==> src/design/tara_pkg.sv <==
// Shared constants and types of the tie-averaged rank assigner.
package tara_pkg;

    // Longest array taken; items beyond it are dropped.
    localparam int MaxLen = 64;

    // Field widths of the item and the result.
    localparam int ValueW = 64;
    localparam int IndexW = 6;
    localparam int RankW  = 8;

    // Position counters must hold MaxLen itself.
    localparam int PosW  = $clog2(MaxLen + 1);
    localparam int AddrW = (MaxLen > 1) ? $clog2(MaxLen) : 1;

    // Rank sum is wide enough for 2 * start + count + 1 before truncation.
    localparam int SumW = (PosW + 2 > RankW) ? PosW + 2 : RankW;

    // Depth of the command queue between front and back.
    localparam int FifoDepth = 2;
    localparam int FifoAw    = $clog2(FifoDepth);

    // One run to flush: its first position, its length and the step flags.
    typedef struct packed {
        logic [PosW-1:0] start;
        logic [PosW-1:0] count;
        logic            run_last;
        logic            done;
        logic            ovf;
    } cmd_t;

    // Write port of the index buffer.
    typedef struct packed {
        logic              en;
        logic [AddrW-1:0]  addr;
        logic [IndexW-1:0] data;
    } wr_t;

endpackage

==> src/design/tara_front.sv <==
// Front end: accepts sorted items, tracks runs and queues flush commands.
module tara_front (
    input  logic                        clk,
    input  logic                        rst_n,
    input  logic                        in_valid,
    output logic                        in_stall,
    input  logic [tara_pkg::ValueW-1:0] value_bits,
    input  logic [tara_pkg::IndexW-1:0] orig_index,
    input  logic                        last_item,
    input  logic                        done_taken,
    output logic                        push_valid,
    output tara_pkg::cmd_t              push_cmd,
    input  logic                        fifo_full,
    output tara_pkg::wr_t               wr
);
    import tara_pkg::*;

    // IEEE equality on bit patterns: NaN never matches, both zeros match.
    function automatic logic values_equal(input logic [ValueW-1:0] a,
                                          input logic [ValueW-1:0] b);
        logic [ValueW-2:0] mag_a;
        logic [ValueW-2:0] mag_b;
        logic [ValueW-2:0] inf;
        logic              result;
        mag_a = a[ValueW-2:0];
        mag_b = b[ValueW-2:0];
        inf   = {11'h7FF, 52'h0};
        if (mag_a > inf || mag_b > inf)
        begin
            result = 1'b0;
        end
        else if (mag_a == '0 && mag_b == '0)
        begin
            result = 1'b1;
        end
        else
        begin
            result = (a == b);
        end
        return result;
    endfunction

    logic [PosW-1:0]   start_reg, start_next;
    logic [PosW-1:0]   count_reg, count_next;
    logic [PosW-1:0]   pos_reg, pos_next;
    logic              have_prev_reg, have_prev_next;
    logic              ovf_reg, ovf_next;
    logic              last_pending_reg, last_pending_next;
    logic              cmd_a_v_reg, cmd_a_v_next;
    logic              cmd_b_v_reg, cmd_b_v_next;
    logic [ValueW-1:0] prev_value_reg;
    cmd_t              cmd_a_reg;
    cmd_t              cmd_b_reg;

    logic              accept;
    logic              in_range;
    logic              flush_a;
    logic              ovf_step;
    logic [PosW-1:0]   cnt_mid;
    logic [PosW-1:0]   start_mid;
    cmd_t              cmd_a_d;
    cmd_t              cmd_b_d;

    // One item at a time; stalls until its commands queue and a last array drains.
    assign in_stall = cmd_a_v_reg | cmd_b_v_reg | last_pending_reg;
    assign accept   = in_valid & ~in_stall;

    // Classify the item against the open run.
    always_comb
    begin
        in_range  = (pos_reg < PosW'(MaxLen));
        flush_a   = in_range & have_prev_reg & (count_reg != '0)
                    & ~values_equal(prev_value_reg, value_bits);
        ovf_step  = ovf_reg | ~in_range;
        cnt_mid   = flush_a ? '0 : count_reg;
        start_mid = (cnt_mid == '0) ? pos_reg : start_reg;

        cmd_a_d.start    = start_reg;
        cmd_a_d.count    = count_reg;
        cmd_a_d.run_last = ~last_item;
        cmd_a_d.done     = 1'b0;
        cmd_a_d.ovf      = ovf_step;

        cmd_b_d.start    = in_range ? start_mid : start_reg;
        cmd_b_d.count    = in_range ? cnt_mid + PosW'(1) : count_reg;
        cmd_b_d.run_last = 1'b1;
        cmd_b_d.done     = 1'b1;
        cmd_b_d.ovf      = ovf_step;

        wr.en   = accept & in_range;
        wr.addr = pos_reg[AddrW-1:0];
        wr.data = orig_index;
    end

    // Hand the held commands to the queue, the value-change flush first.
    assign push_valid = cmd_a_v_reg | cmd_b_v_reg;
    assign push_cmd   = cmd_a_v_reg ? cmd_a_reg : cmd_b_reg;

    // Next state of the run tracker.
    always_comb
    begin
        start_next        = start_reg;
        count_next        = count_reg;
        pos_next          = pos_reg;
        have_prev_next    = have_prev_reg;
        ovf_next          = ovf_reg;
        last_pending_next = last_pending_reg;
        cmd_a_v_next      = cmd_a_v_reg;
        cmd_b_v_next      = cmd_b_v_reg;

        if (push_valid && !fifo_full)
        begin
            if (cmd_a_v_reg)
            begin
                cmd_a_v_next = 1'b0;
            end
            else
            begin
                cmd_b_v_next = 1'b0;
            end
        end

        if (done_taken)
        begin
            last_pending_next = 1'b0;
        end

        if (accept)
        begin
            cmd_a_v_next = flush_a;
            cmd_b_v_next = last_item;
            if (last_item)
            begin
                // The array ends here: start the next one from scratch.
                start_next        = '0;
                count_next        = '0;
                pos_next          = '0;
                have_prev_next    = 1'b0;
                ovf_next          = 1'b0;
                last_pending_next = 1'b1;
            end
            else
            begin
                ovf_next = ovf_step;
                if (in_range)
                begin
                    start_next     = start_mid;
                    count_next     = cnt_mid + PosW'(1);
                    pos_next       = pos_reg + PosW'(1);
                    have_prev_next = 1'b1;
                end
            end
        end
    end

    // Control registers.
    always_ff @(posedge clk or negedge rst_n)
    begin
        if (!rst_n)
        begin
            start_reg        <= '0;
            count_reg        <= '0;
            pos_reg          <= '0;
            have_prev_reg    <= 1'b0;
            ovf_reg          <= 1'b0;
            last_pending_reg <= 1'b0;
            cmd_a_v_reg      <= 1'b0;
            cmd_b_v_reg      <= 1'b0;
        end
        else
        begin
            start_reg        <= start_next;
            count_reg        <= count_next;
            pos_reg          <= pos_next;
            have_prev_reg    <= have_prev_next;
            ovf_reg          <= ovf_next;
            last_pending_reg <= last_pending_next;
            cmd_a_v_reg      <= cmd_a_v_next;
            cmd_b_v_reg      <= cmd_b_v_next;
        end
    end

    // Payload registers, loaded with each accepted item.
    always_ff @(posedge clk)
    begin
        if (accept)
        begin
            cmd_a_reg <= cmd_a_d;
            cmd_b_reg <= cmd_b_d;
            if (in_range)
            begin
                prev_value_reg <= value_bits;
            end
        end
    end

endmodule

==> src/design/tara_cmd_fifo.sv <==
// Short command queue that decouples the front end from the back end.
module tara_cmd_fifo (
    input  logic           clk,
    input  logic           rst_n,
    input  logic           push_valid,
    input  tara_pkg::cmd_t push_cmd,
    output logic           full,
    input  logic           pop,
    output tara_pkg::cmd_t pop_cmd,
    output logic           empty
);
    import tara_pkg::*;

    cmd_t              q_reg [FifoDepth];
    logic [FifoAw-1:0] wr_ptr_reg, wr_ptr_next;
    logic [FifoAw-1:0] rd_ptr_reg, rd_ptr_next;
    logic [FifoAw:0]   fill_reg, fill_next;
    logic              do_push;
    logic              do_pop;

    assign full    = (fill_reg == (FifoAw + 1)'(FifoDepth));
    assign empty   = (fill_reg == '0);
    assign do_push = push_valid & ~full;
    assign do_pop  = pop & ~empty;
    assign pop_cmd = q_reg[rd_ptr_reg];

    // Pointer and fill bookkeeping.
    always_comb
    begin
        wr_ptr_next = wr_ptr_reg;
        rd_ptr_next = rd_ptr_reg;
        fill_next   = fill_reg;
        if (do_push)
        begin
            wr_ptr_next = (wr_ptr_reg == FifoAw'(FifoDepth - 1)) ? '0
                                                                 : wr_ptr_reg + FifoAw'(1);
        end
        if (do_pop)
        begin
            rd_ptr_next = (rd_ptr_reg == FifoAw'(FifoDepth - 1)) ? '0
                                                                 : rd_ptr_reg + FifoAw'(1);
        end
        if (do_push && !do_pop)
        begin
            fill_next = fill_reg + (FifoAw + 1)'(1);
        end
        else if (do_pop && !do_push)
        begin
            fill_next = fill_reg - (FifoAw + 1)'(1);
        end
    end

    always_ff @(posedge clk or negedge rst_n)
    begin
        if (!rst_n)
        begin
            wr_ptr_reg <= '0;
            rd_ptr_reg <= '0;
            fill_reg   <= '0;
        end
        else
        begin
            wr_ptr_reg <= wr_ptr_next;
            rd_ptr_reg <= rd_ptr_next;
            fill_reg   <= fill_next;
        end
    end

    // Queue storage.
    always_ff @(posedge clk)
    begin
        if (do_push)
        begin
            q_reg[wr_ptr_reg] <= push_cmd;
        end
    end

endmodule

==> src/design/tara_back.sv <==
// Back end: holds the index buffer and plays each queued run out as results.
module tara_back (
    input  logic                        clk,
    input  logic                        rst_n,
    input  tara_pkg::wr_t               wr,
    input  logic                        fifo_empty,
    output logic                        pop,
    input  tara_pkg::cmd_t              pop_cmd,
    output logic                        out_valid,
    input  logic                        out_stall,
    output logic [tara_pkg::IndexW-1:0] out_index,
    output logic [tara_pkg::RankW-1:0]  rank_twice,
    output logic                        run_last,
    output logic                        array_done,
    output logic                        overflow
);
    import tara_pkg::*;

    logic [IndexW-1:0] idx_mem [MaxLen];

    logic              cur_v_reg, cur_v_next;
    logic              out_valid_reg, out_valid_next;
    logic [AddrW-1:0]  cur_addr_reg;
    logic [PosW-1:0]   cur_rem_reg;
    logic [RankW-1:0]  cur_rank_reg;
    logic              cur_rl_reg;
    logic              cur_done_reg;
    logic              cur_ovf_reg;
    logic [IndexW-1:0] out_index_reg;
    logic [RankW-1:0]  rank_reg;
    logic              run_last_reg;
    logic              array_done_reg;
    logic              overflow_reg;

    logic              advance;
    logic              final_one;
    logic [SumW-1:0]   rank_sum;

    // Take a new run when idle; emit one result whenever the output slot frees up.
    always_comb
    begin
        pop       = ~cur_v_reg & ~fifo_empty;
        advance   = cur_v_reg & (~out_valid_reg | ~out_stall);
        final_one = (cur_rem_reg == PosW'(1));
        rank_sum  = (SumW'(pop_cmd.start) << 1) + SumW'(pop_cmd.count) + SumW'(1);

        cur_v_next     = cur_v_reg;
        out_valid_next = out_valid_reg;
        if (pop)
        begin
            cur_v_next = 1'b1;
        end
        if (advance)
        begin
            out_valid_next = 1'b1;
            if (final_one)
            begin
                cur_v_next = 1'b0;
            end
        end
        else if (!out_stall)
        begin
            out_valid_next = 1'b0;
        end
    end

    always_ff @(posedge clk or negedge rst_n)
    begin
        if (!rst_n)
        begin
            cur_v_reg     <= 1'b0;
            out_valid_reg <= 1'b0;
        end
        else
        begin
            cur_v_reg     <= cur_v_next;
            out_valid_reg <= out_valid_next;
        end
    end

    // Index buffer; its registered read doubles as the output register.
    always_ff @(posedge clk)
    begin
        if (wr.en)
        begin
            idx_mem[wr.addr] <= wr.data;
        end
        if (advance)
        begin
            out_index_reg <= idx_mem[cur_addr_reg];
        end
    end

    // Run walker and the result fields that travel with each read.
    always_ff @(posedge clk)
    begin
        if (pop)
        begin
            cur_addr_reg <= pop_cmd.start[AddrW-1:0];
            cur_rem_reg  <= pop_cmd.count;
            cur_rank_reg <= rank_sum[RankW-1:0];
            cur_rl_reg   <= pop_cmd.run_last;
            cur_done_reg <= pop_cmd.done;
            cur_ovf_reg  <= pop_cmd.ovf;
        end
        else if (advance)
        begin
            cur_addr_reg <= cur_addr_reg + AddrW'(1);
            cur_rem_reg  <= cur_rem_reg - PosW'(1);
        end
        if (advance)
        begin
            rank_reg       <= cur_rank_reg;
            run_last_reg   <= cur_rl_reg & final_one;
            array_done_reg <= cur_done_reg & final_one;
            overflow_reg   <= cur_ovf_reg;
        end
    end

    assign out_valid  = out_valid_reg;
    assign out_index  = out_index_reg;
    assign rank_twice = rank_reg;
    assign run_last   = run_last_reg;
    assign array_done = array_done_reg;
    assign overflow   = overflow_reg;

endmodule

==> src/design/tie_averaged_rank_assigner_top.sv <==
// Top level of the tie-averaged rank assigner.
//
//   Channel   Handshake            Fields
//   input     in_valid / in_stall  value_bits, orig_index, last_item
//   output    out_valid/out_stall  out_index, rank_twice, run_last, array_done, overflow
//
// An item is taken while in_stall is low; its flush commands enter the queue while the queue
// has room, and the input stalls until they are queued.
// The back end emits one result per cycle from the registered index buffer read while the
// output is not stalled.
// After an item marked last, input stalls until that array's final result is taken.
// Reset is asynchronous; the index buffer is not cleared and needs no clearing pass.
// Output stall holds the output register; the front keeps taking items until a flush
// command finds the queue full.
module tie_averaged_rank_assigner_top (
    input  logic                        clk,
    input  logic                        rst_n,
    input  logic                        in_valid,
    output logic                        in_stall,
    input  logic [tara_pkg::ValueW-1:0] value_bits,
    input  logic [tara_pkg::IndexW-1:0] orig_index,
    input  logic                        last_item,
    output logic                        out_valid,
    input  logic                        out_stall,
    output logic [tara_pkg::IndexW-1:0] out_index,
    output logic [tara_pkg::RankW-1:0]  rank_twice,
    output logic                        run_last,
    output logic                        array_done,
    output logic                        overflow
);
    import tara_pkg::*;

    logic  push_valid;
    cmd_t  push_cmd;
    logic  fifo_full;
    logic  fifo_empty;
    logic  pop;
    cmd_t  pop_cmd;
    wr_t   wr;
    logic  done_taken;

    // Final result of an array taken downstream releases the front end.
    assign done_taken = out_valid & ~out_stall & array_done;

    tara_front u_front (
        .clk        (clk),
        .rst_n      (rst_n),
        .in_valid   (in_valid),
        .in_stall   (in_stall),
        .value_bits (value_bits),
        .orig_index (orig_index),
        .last_item  (last_item),
        .done_taken (done_taken),
        .push_valid (push_valid),
        .push_cmd   (push_cmd),
        .fifo_full  (fifo_full),
        .wr         (wr)
    );

    tara_cmd_fifo u_fifo (
        .clk        (clk),
        .rst_n      (rst_n),
        .push_valid (push_valid),
        .push_cmd   (push_cmd),
        .full       (fifo_full),
        .pop        (pop),
        .pop_cmd    (pop_cmd),
        .empty      (fifo_empty)
    );

    tara_back u_back (
        .clk        (clk),
        .rst_n      (rst_n),
        .wr         (wr),
        .fifo_empty (fifo_empty),
        .pop        (pop),
        .pop_cmd    (pop_cmd),
        .out_valid  (out_valid),
        .out_stall  (out_stall),
        .out_index  (out_index),
        .rank_twice (rank_twice),
        .run_last   (run_last),
        .array_done (array_done),
        .overflow   (overflow)
    );

endmodule

==> config.mk <==
export PLATFORM = sky130hd
export DESIGN_NAME = tie_averaged_rank_assigner_top
export DESIGN_NICKNAME = d
export VERILOG_FILES = /design/src/design/tara_pkg.sv /design/src/design/tara_front.sv /design/src/design/tara_cmd_fifo.sv /design/src/design/tara_back.sv /design/src/design/tie_averaged_rank_assigner_top.sv
export SDC_FILE = /design/constraint.sdc
export NUM_CORES = 1
export LEC_CHECK = 0
export ABC_CLOCK_PERIOD_IN_PS = 12200
export BUFFER_PORTS_ARGS = -buffer_cell sky130_fd_sc_hd__buf_2
export CORE_ASPECT_RATIO = 2
export CORE_MARGIN = 2
export CORE_UTILIZATION = 47
export CTS_BUF_LIST = sky130_fd_sc_hd__clkbuf_16
export DETAILED_ROUTE_END_ITERATION = 6
export PLACE_DENSITY = 0.62
export SLEW_MARGIN = 20
export SYNTH_ARGS = -nofsm -noshare
export SYNTH_HDL_FRONTEND = slang
export SYNTH_SLANG_ARGS = --single-unit
export TNS_END_PERCENT = 30
==> constraint.sdc <==
create_clock -name clk -period 12.2 [get_ports clk]
set_clock_uncertainty 0.1 [all_clocks]
set_input_delay 0.61 -clock clk [delete_from_list [all_inputs] [get_ports clk]]
set_output_delay 0.61 -clock clk [all_outputs]
set_load 0.05 [all_outputs]
Word-level counts from Yosys, hierarchy flattened
Memories as Yosys holds them, arrays and structs flattened. A register that Yosys moved wholly into a read port is not among the register bits. Index checks and enable logic that the tools add are counted.

Word-level logic and storage cells: 135. Memory bits (writable): 418. Output and inout port bits: 19. Input bits: 75. Memories: 2. Register bits: 161.

$add $sub $neg: 10. Magnitude comparators: 3. Reductions and logical operators: 20. Equality and inequality tests: 5. Bitwise operators: 26. Muxes and demuxes: 39.

Memory list: u_back.idx_mem (depth 64, width 6, read ports 1, clocked after memory_dff 1, write ports 1, RTL line tara_back.sv:19) `logic [IndexW-1:0] idx_mem [MaxLen];`; u_fifo.q_reg (depth 2, width 17, read ports 1, clocked after memory_dff 0, write ports 1, RTL line tara_cmd_fifo.sv:14) `cmd_t q_reg [FifoDepth];`.

Operators by type and width (count): 63-bit greater-than comparator, second input constant (2); 63-bit zero test (2); 7-bit two-way mux (10); 64-bit equality test (1); 1-bit two-way mux (24); 17-bit two-way mux (1); 7-bit by 1-bit adder with 7-bit output, second input constant (2); 1-bit AND (13); 6-bit two-way mux (2); 1-bit NOT (9); 8-bit by 1-bit adder with 8-bit output, second input constant (1); 8-bit by 7-bit adder with 8-bit output (1); 2-bit nonzero test (4); 7-bit by 1-bit equality test with 1-bit output, second input constant (1); 7-bit zero test (1); 7-bit less-than comparator, second input constant (1); 7-bit nonzero test (1); 7-bit by 1-bit subtractor with 7-bit output, second input constant (1); 6-bit by 1-bit adder with 6-bit output, second input constant (1); 2-bit AND reduction (3); 1-bit logical AND (4); 2-bit two-way mux (2); 1-bit bitwise OR (4); 1-bit zero test (3); other kinds (8) (9).

Longest topological paths before layout
Word-level depth: 11. Gate-level depth with buffers: 14. Gate-level depth less buffers: 14.

Modules after synthesis
From an unflattened synthesis, not the netlist that was laid out.

Cells, all modules: 1399. Area total of the unflattened synthesis: 24198.2 sq um.

By module, submodules not included: tara_back (seq. area each 12812.3 sq um, area each 17005.1 sq um, instances 1, cells each 878); tara_front (seq. area each 3473.3 sq um, area each 5710.5 sq um, instances 1, cells each 448); tara_cmd_fifo (seq. area each 1121.1 sq um, area each 1473.9 sq um, instances 1, cells each 72); tie_averaged_rank_assigner_top (seq. area each 0.0 sq um, area each 8.8 sq um, instances 1, cells each 1).

Least setup slack after synthesis
Ideal clock, no wire load.

Path type: register to register. Start point: register u_front.cmd_a_v_reg. End point: memory u_back.idx_mem[42][0], enable pin. Arrival time: 5204 ps. Required time: 11738 ps. Path buffers: 1. Setup time: 362 ps. Cell stages (with the launch flop): 7. Period minus slack after synthesis: 5667 ps. Setup slack: 6533 ps. Path through: dfrtp_1 > clkbuf_1 > nor3_1 > nand2_1 > nor2_1 > nand3_1 > nor2_1.

RTL lines: from (decl) (RTL line tara_front.sv:49) `logic cmd_a_v_reg, cmd_a_v_next;`; from (signal assigned) (RTL line tara_front.sv:178) `cmd_a_v_reg <= cmd_a_v_next;`; to (decl) (RTL line tara_back.sv:19).

==> results.json <==
{
  "die_y_um": 322.9,
  "fin_area_um2": 26850,
  "drt_wl_total_mm": 52.59,
  "synth_nets": 1379,
  "dp_hpwl_mm": 36.45,
  "drc_errors": 0,
  "tightest_slew_ps": 999.1,
  "layoutNonFillerInstCount": 2086,
  "core_um2": 50220,
  "fin_ws_ps": 7980,
  "final_cell_mix": "edfxtp_1, mux4_2, nor2_1",
  "post_cts_buffers": 0,
  "worstSetupStartpoint": "u_front.prev_value_reg[9]$_DFFE_PP_",
  "synth_warnings": 0,
  "overflow": 0,
  "place_area_um2": 25040,
  "largest_reg_flops": 384,
  "period_share_pct": 34.59,
  "dp.cells": 1986,
  "cts_resized": 0,
  "grt_usage_pct": 20.75,
  "yosys.cell_types.count": 57,
  "clockRootBuffer": "clkbuf_16",
  "finalSetupTns_ps": 0,
  "p_leak_nw": 8.708,
  "combPwrFrac_pct": 27.8,
  "dr.pass1.iters": 4,
  "fill_cells": 4073,
  "cellPowerDensity_nw_per_um2": 224.8,
  "die_area_um2": 52790,
  "clock_sinks": 585,
  "synth-edff-count": 553,
  "antenna_found_initial": 3,
  "swShare_pct": 29.78,
  "cp-start-kind": "flop",
  "min_path_type": "input port to flop",
  "regToRegStartpoint": "u_front.prev_value_reg[9]$_DFFE_PP_",
  "synthArstFlopShare_pct": 5.470,
  "routedWlPerCell_um": 25.21,
  "crit_type": "flop to flop",
  "insertion_delay_ps": 590,
  "hold_slack_ps": 135.8,
  "rows": 116,
  "netlist_area_um2": 23900,
  "layout_commonest_cell": "edfxtp_1",
  "final_antenna_net_count": 0,
  "start_util_pct": 47.60,
  "drt_iter0_markers": 764,
  "final_nets": 1480,
  "drv_slew": 0,
  "avgSynthCellArea_um2": 18.53,
  "fmax_mhz": 237.0,
  "hold_viol": 0,
  "netSwitchingPower_mw": 1.797,
  "synth_top_flop_cell": "edfxtp_1",
  "first_global_vias": 12970,
  "status": "finished clean",
  "cts_tree": "done",
  "crit_path_end": "u_front.cmd_b_reg[12]$_DFFE_PP_",
  "fin_crit_ps": 4220,
  "worst-r2r-setup-slack_ps": 7980,
  "gp_congestion": 0.8985,
  "rsz0062_at_grt": "no",
  "cts_buffers": 51,
  "holdBufCountCts": 1,
  "area_delta_synth_final_pct": 12.32,
  "p_clk_share_pct": 28.2,
  "ir_drop_mv": 0.1438,
  "yosysSeqAreaShare_pct": 72.82,
  "synthCells": 1290,
  "cts_max_level": 2,
  "setup.worst_path.end_class": "flop",
  "path_max_fanout": 14,
  "fp.dieW_um": 163.5,
  "boundaryPins": 94,
  "p_seq_share_pct": 43.9,
  "pre_cts_ws_ps": 7687,
  "cts_buffer_depth": 3,
  "total_power_mw": 6.035,
  "drive_gt1_share_pct": 25.38,
  "numPortBuffers": 93,
  "setup_viol": 0,
  "grt_pass1_wl_mm": 79.85,
  "maxCapViolCount": 0,
  "vias": 12060,
  "slew_headroom_pct": 33.39,
  "critical_path_required_ps": 12430,
  "r2r_cells": 10,
  "rr_endpoint": "u_front.cmd_b_reg[12]$_DFFE_PP_",
  "grt_max_degree": 100,
  "ys_ff_latch": 585,
  "p_int_mw": 4.237,
  "crit_arrival_ps": 4450,
  "viasPerCell": 5.781,
  "utilization_pct": 53.46,
  "clk_pin_slew_ps": 60
}
## worst min path at each step
stage	end	cells after the start	startpoint
floorplan	u_back.cur_v_reg$_DFF_PN0_	0	rst_n
global placement	u_back.rank_twice[6]$_DFFE_PP_	0	u_back.cur_rank_reg[6]$_DFFE_PP_
detailed placement	u_back.overflow$_DFFE_PP_	0	u_back.cur_ovf_reg$_DFFE_PP_
CTS	u_front.prev_value_reg[11]$_DFFE_PP_	1	value_bits[11]
global route	u_front.prev_value_reg[39]$_DFFE_PP_	1	value_bits[39]
finish	u_front.prev_value_reg[63]$_DFFE_PP_	1	value_bits[63]
## layer usage
layer | vias to the layer above | global-route usage, % | share of wire (%)
li1 | 5388 | - | -
met1 | 6221 | 21.13 | 33
met2 | 341 | 41.13 | 59
met3 | 110 | 2.898 | 4.0
met4 | 0 | 8.928 | 4.3
met5 | - | 0 | 0
## worst max-delay path, cell delays in order (launching register included)
cell,delay [ps]
edfxtp_1,410
nor4_1,560
nand4_1,190
nor4_2,540
nand3_1,280
a21oi_2,400
o21ai_0,200
ha_1,230
o211ai_1,430
nor2_2,220
mux2_1,380
## final cells by class
| cell class | instances | area, µm² | area share, % |
|---|---|---|---|
| Tap cell | 649 | 812.0 | 3.025 |
| Multi-Input combinational cell | 626 | 6176 | 23.00 |
| Inverter | 21 | 78.83 | 0.2936 |
| Clock buffer | 51 | 1276 | 4.753 |
| Sequential cell | 585 | 17410 | 64.83 |
| Timing Repair Buffer | 106 | 593.1 | 2.209 |
| Antenna cell | 3 | 7.507 | 0.02796 |
| Clock inverter | 45 | 498.0 | 1.855 |
## cells by family (layout without fill, tap and decap cells)
| family | after synthesis | after routing | share of synthesized area [%] |
|---|---|---|---|
| xor+xnor | 85 | 85 | 3.115 |
| flops | 585 | 585 | 72.82 |
| mux | 166 | 166 | 13.76 |
| compound gates | 79 | 79 | 2.308 |
| simple gates | 282 | 282 | 5.847 |
| buf+inv | 79 | 223 | 1.387 |
| other cells | 0 | 3 | 0 |
| fa+ha+maj | 14 | 14 | 0.7643 |
## power by group through the flow
| stage | Combinational [mW] | Clock [mW] | Sequential (mW) |
|---|---|---|---|
| global route | 1.80 | 1.82 | 2.67 |
| detailed placement | 1.72 | 0 | 2.69 |
| floorplan | 1.19 | 0 | 2.71 |
| CTS | 1.72 | 1.74 | 2.65 |
| finish | 1.68 | 1.70 | 2.65 |
| global placement | 1.70 | 0 | 2.69 |
## cells in the mapped netlist, drive strengths merged (6+ instances only)
master    n  area (µm²)
edfxtp  553       16610
mux4    126        2838
nor2     96       362.8
xnor2    79       691.9
nand2    43       161.4
mux2     40       450.4
nor4     38       250.2
clkbuf   34       127.6
dfrtp    32       800.8
nand4    29       181.4
nand3    27       135.1
buf      24       125.1
inv      20       75.07
a21oi    19       98.85
o21ai    15       75.07
ha       13       162.7
nor3     13       65.06
or3       9       56.30
xor2      6       52.55
No activity file was read; power rests on OpenSTA's default activity.
